<file path="src/hdl/itb_pkg.sv">
package itb_pkg;

  // Fixed field widths of the transfer payloads
  localparam int unsigned SlotW = 7;
  localparam int unsigned TagW  = 16;
  localparam int unsigned TimeW = 32;

  // Link terminator, never a valid slot
  localparam logic [SlotW-1:0] Nil = 7'h7F;

  // Default sizing and per-drain record limit
  localparam int unsigned DefSlots   = 64;
  localparam int unsigned DefTagBits = 16;
  localparam int unsigned DrainMax   = 64;
  localparam int unsigned CntW       = $clog2(DrainMax + 1);

  // Search granule of the free-slot tree
  localparam int unsigned GrpSize = 8;

  typedef enum logic [1:0] {
    CmdStart = 2'd0,
    CmdEnd   = 2'd1,
    CmdDrain = 2'd2
  } cmd_e;

  typedef enum logic [2:0] {
    StIdle,
    StReply,
    StStartPick,
    StStartLink,
    StEndCheck,
    StDrainEmit
  } state_e;

  typedef struct packed {
    logic [1:0]       cmd;
    logic [TagW-1:0]  event_tag;
    logic [TagW-1:0]  task_tag;
    logic [SlotW-1:0] slot;
    logic [TimeW-1:0] now_us;
  } in_item_t;

  typedef struct packed {
    logic             ok;
    logic [SlotW-1:0] slot_out;
    logic [TagW-1:0]  rec_task_tag;
    logic [TagW-1:0]  rec_event_tag;
    logic [TimeW-1:0] rec_start_us;
    logic [TimeW-1:0] rec_elapsed_us;
    logic             last;
  } out_item_t;

  typedef struct packed {
    logic             valid;
    logic [SlotW-1:0] slot;
  } found_t;

endpackage

</file>
<file path="src/hdl/itb_free_search.sv">
module itb_free_search #(
  parameter int unsigned SLOTS = itb_pkg::DefSlots
) (
  input  logic              clk_i,
  input  logic              rst_ni,
  input  logic              sample_i,
  input  logic [SLOTS-1:0]  used_i,
  output itb_pkg::found_t   found_o
);

  localparam int unsigned Groups = (SLOTS + itb_pkg::GrpSize - 1) / itb_pkg::GrpSize;
  localparam int unsigned PadW   = Groups * itb_pkg::GrpSize;
  localparam int unsigned IdxW   = $clog2(itb_pkg::GrpSize);

  logic [SLOTS-1:0]  free_bits;
  logic [PadW-1:0]   free_pad;
  logic [Groups-1:0] grp_any_d, grp_any_q;
  logic [IdxW-1:0]   grp_idx_d [Groups];
  logic [IdxW-1:0]   grp_idx_q [Groups];

  // Slots past the table never count as free
  assign free_bits = ~used_i;
  assign free_pad  = PadW'(free_bits);

  // First level: lowest free slot inside each group
  always_comb begin
    for (int g = 0; g < Groups; g++) begin
      grp_any_d[g] = |free_pad[g*itb_pkg::GrpSize +: itb_pkg::GrpSize];
      grp_idx_d[g] = '0;
      for (int b = itb_pkg::GrpSize - 1; b >= 0; b--) begin
        if (free_pad[g*itb_pkg::GrpSize + b]) begin
          grp_idx_d[g] = IdxW'(b);
        end
      end
    end
  end

  // Hold the group results for the second level
  always_ff @(posedge clk_i or negedge rst_ni) begin
    if (!rst_ni) begin
      grp_any_q <= '0;
      for (int g = 0; g < Groups; g++) begin
        grp_idx_q[g] <= '0;
      end
    end else if (sample_i) begin
      grp_any_q <= grp_any_d;
      for (int g = 0; g < Groups; g++) begin
        grp_idx_q[g] <= grp_idx_d[g];
      end
    end
  end

  // Second level: lowest group that has a free slot
  always_comb begin
    found_o = '0;
    for (int g = Groups - 1; g >= 0; g--) begin
      if (grp_any_q[g]) begin
        found_o.valid = 1'b1;
        found_o.slot  = itb_pkg::SlotW'(g * itb_pkg::GrpSize) |
                        itb_pkg::SlotW'(grp_idx_q[g]);
      end
    end
  end

endmodule
</file>
<file path="config.mk">
export PLATFORM = sky130hd
export DESIGN_NAME = itb_free_search
export DESIGN_NICKNAME = d
export VERILOG_FILES = /design/src/hdl/itb_pkg.sv /design/src/hdl/itb_free_search.sv
export SDC_FILE = /design/constraint.sdc
export NUM_CORES = 1
export LEC_CHECK = 0
export BUFFER_PORTS_ARGS = -buffer_cell sky130_fd_sc_hd__buf_2
export CORE_ASPECT_RATIO = 0.7
export CORE_UTILIZATION = 44
export DETAILED_ROUTE_END_ITERATION = 8
export HOLD_SLACK_MARGIN = 0.03
export PLACE_DENSITY = 0.85
export SETUP_SLACK_MARGIN = 0.2
export SYNTH_ARGS = -nofsm -noshare
export SYNTH_HDL_FRONTEND = slang
export SYNTH_SLANG_ARGS = --single-unit
export TNS_END_PERCENT = 100
</file>
<file path="constraint.sdc">
create_clock -name clk_i -period 1.3 [get_ports clk_i]
set_clock_uncertainty 0.15 [all_clocks]
set_input_delay 0.065 -clock clk_i [delete_from_list [all_inputs] [get_ports clk_i]]
set_output_delay 0.065 -clock clk_i [all_outputs]
set_load 0.01 [all_outputs]
</file>
==> results.json <==
{
  "grt_pass1_vias": 2420,
  "grt_pass1_wl_um": 10560,
  "cts_root_buffer": "clkbuf_8",
  "track_usage_pct": 30.68,
  "antenna_found_initial": 0,
  "post-place-ws_ns": -0.4140,
  "post_route_cells_drive_above_1_share_pct": 31.27,
  "ios": 75,
  "syn_avg_cell_area_um2": 7.860,
  "power_switching_share_pct": 27.41,
  "grt_max_degree": 26,
  "die_height_um": 57.35,
  "synth_top_area_share_pct": 41.59,
  "total_power_uw": 2504,
  "drt_first_pass_iters": 5,
  "via_per_inst": 5.451,
  "seqPwrFrac_pct": 43.3,
  "start_util_pct": 47.37,
  "core_um2": 4065,
  "cts.sinks": 32,
  "path_class": "reg -> out",
  "fp-row-count": 19,
  "r2r-end": "grp_any_q[5]$_DFFE_PN0P_",
  "synth_area_leaders": "dfrtp_1 42%, o22ai_1 9.1%, inv_1 8.0%",
  "fin_cells": 455,
  "status": "complete, but fails checks",
  "mostFrequentLayoutCell": "buf_2",
  "cts_made_buffers": 5,
  "violations": "negative setup slack",
  "layout_setup_ws_ns": -0.7276,
  "max_cap_viol_count": 0,
  "clk_pin_slew_worst_paths_ns": 0.06,
  "startpoint_type": "flop",
  "synth.distinct_cells": 27,
  "async_reset_ff_share_pct": 100.0,
  "rrSetupSlack_ns": 0.13,
  "areaGrowthSynthToFinish_pct": 75.05,
  "nNetsFinal": 469,
  "setup_viol": 7,
  "synth_edf_count": 0,
  "totalWireLength_um": 6812,
  "ys_ff_latch": 32,
  "intPower_uw": 1818,
  "die_area_um2": 4649,
  "dp.cells": 379,
  "dp_hpwl_um": 3891,
  "mostFrequentLayoutCells": "71 x buf_2, 48 x dlygate4sd3_1, 40 x inv_1",
  "fin_area_um2": 3371,
  "synth_nets": 312,
  "period_needed_ns": 2.028,
  "grt_overflow": 0,
  "worstPathMaxFanout": 4,
  "post_drt_wl_per_cell_um": 14.97,
  "r2r_start": "grp_any_q[5]$_DFFE_PN0P_",
  "maxSlewViolCount": 0,
  "min_path_type": "in -> reg",
  "powerDensity_nw_per_um2": 743.0,
  "r2r_cells": 4,
  "ys_warn_count": 0,
  "syn_inst": 245,
  "cp.arrival_ns": 1.81,
  "irDropWorstVdd_mv": 0.5016,
  "diodes": 0,
  "yosysTopAreaCell": "dfrtp_1",
  "power_switching_uw": 686.5,
  "crit_required_ns": 1.09,
  "route.vias.total": 2480,
  "antenna_left": 0,
  "clkPwrFrac_pct": 31.9,
  "die_w_um": 81.07,
  "gp_congestion": 0.8010,
  "cts_tree": "built",
  "fin_util_pct": 82.92,
  "clock_path_buffers": 2,
  "finalHoldViolations": 0,
  "grt_setup_unrepaired": "true",
  "port_buffers": 73,
  "htree_levels": 2,
  "netlist_area_um2": 1926,
  "drc": 0,
  "place_area_um2": 2499,
  "clock_latency_ns": 0.29,
  "min_to": "grp_idx_q[17]$_DFFE_PN0P_",
  "synthFlopType": "dfrtp_1",
  "hold_depth": 4,
  "leakage_uw": 0.001719,
  "crit_path_end_kind": "output pin",
  "yosysSeqAreaShare_pct": 41.59,
  "combPwrFrac_pct": 24.8,
  "dr.first_iter.drc_count": 170,
  "fin_crit_sh_pct": 156.0,
  "hold_path.startpoint": "used_i[21]",
  "fmax_ghz": 0.4932
}
-- power by group through the flow --
stage | clock (uW) | combinational (uW) | sequential, uW
after floorplan | 0 | 189 | 1090
after global placement | 0 | 395 | 1100
after detailed placement | 0 | 405 | 1100
after CTS | 801 | 559 | 1080
after global routing | 852 | 676 | 1090
final | 799 | 620 | 1090
-- logic make-up after synthesis --
family                 synth area share (%)
AO/OA/AOI/OAI                         28.01
AND/OR/NAND/NOR                       20.14
buffers and inverters                 10.07
flip-flops                            41.59
other                                0.1947
-- through the flow --
| stage | hold slack (ns) | setup TNS [ns] |
|---|---|---|
| 3_5_place_dp | -0.1614 | -1.565 |
| 3_3_place_gp | -0.1673 | -1.371 |
| 5_1_grt | 0.02444 | -4.306 |
| 6_report | 0.0004171 | -3.964 |
| 4_1_cts | 0.03117 | -3.785 |
| 2_1_floorplan | -0.3806 | -0.6515 |
-- area by class of cell --
cell class | count | area, um2
clock buffers | 8 | 90.09
inverters | 41 | 153.9
fillers | 233 | 694.4
repair buffers | 158 | 1240
multi-input cells | 164 | 1020
flip-flops and latches | 32 | 802.0
well taps | 52 | 65.06
-- cell usage after synthesis, drive strengths merged, types with 3 or more instances --
master,number
inv,41
nand2,33
dfrtp,32
o22ai,28
a31oi,19
o21ai,18
nand3,17
nor2,11
and3,8
buf,6
o32a,6
a221oi,3
a22oi,3
nor2b,3
or4,3
-- timing repair --
action | in CTS | in global routing
resized for setup | 5 | 37
pin swaps | 3 | 29
endpoints found under the hold margin | 64 | 7
setup buffers | 2 | 3
hold buffers | 65 | 4
endpoints found under the setup margin | 7 | 29
-- flip-flops by register name, summed over array words and instances, names as in the netlist --
name	cells
grp_any_q	8
grp_idx_q	24
-- layer usage --
metal / part of all wire, % / up-vias / global-route usage (%)
met1: 44 / 1135 / 38.60
met2: 47 / 128 / 51.38
li1: - / 1204 / -
met4: 1.3 / 0 / 12.76
met3: 6.8 / 13 / 6.400
met5: 0 / - / 0
-- critical path, stage by stage (launching register included) --
cell and delay (ns):
dfrtp_1 0.41, inv_1 0.13, o22ai_1 0.11, or4_1 0.50, a31oi_2 0.22, buf_2 0.16
-- worst max path at each step --
| stage | startpoint | end | slack, ns | cells past startpoint |
|---|---|---|---|---|
| 2_1_floorplan | grp_any_q[5]$_DFFE_PN0P_ | found_o[0] | -0.22 | 4 |
| 3_3_place_gp | grp_any_q[5]$_DFFE_PN0P_ | found_o[1] | -0.37 | 5 |
| 3_5_place_dp | grp_any_q[5]$_DFFE_PN0P_ | found_o[2] | -0.41 | 5 |
| 4_1_cts | grp_any_q[5]$_DFFE_PN0P_ | found_o[0] | -0.70 | 5 |
| 5_1_grt | grp_any_q[5]$_DFFE_PN0P_ | found_o[0] | -0.77 | 5 |
| 6_report | grp_any_q[4]$_DFFE_PN0P_ | found_o[2] | -0.73 | 5 |
(Power assumes the default switching activity.)
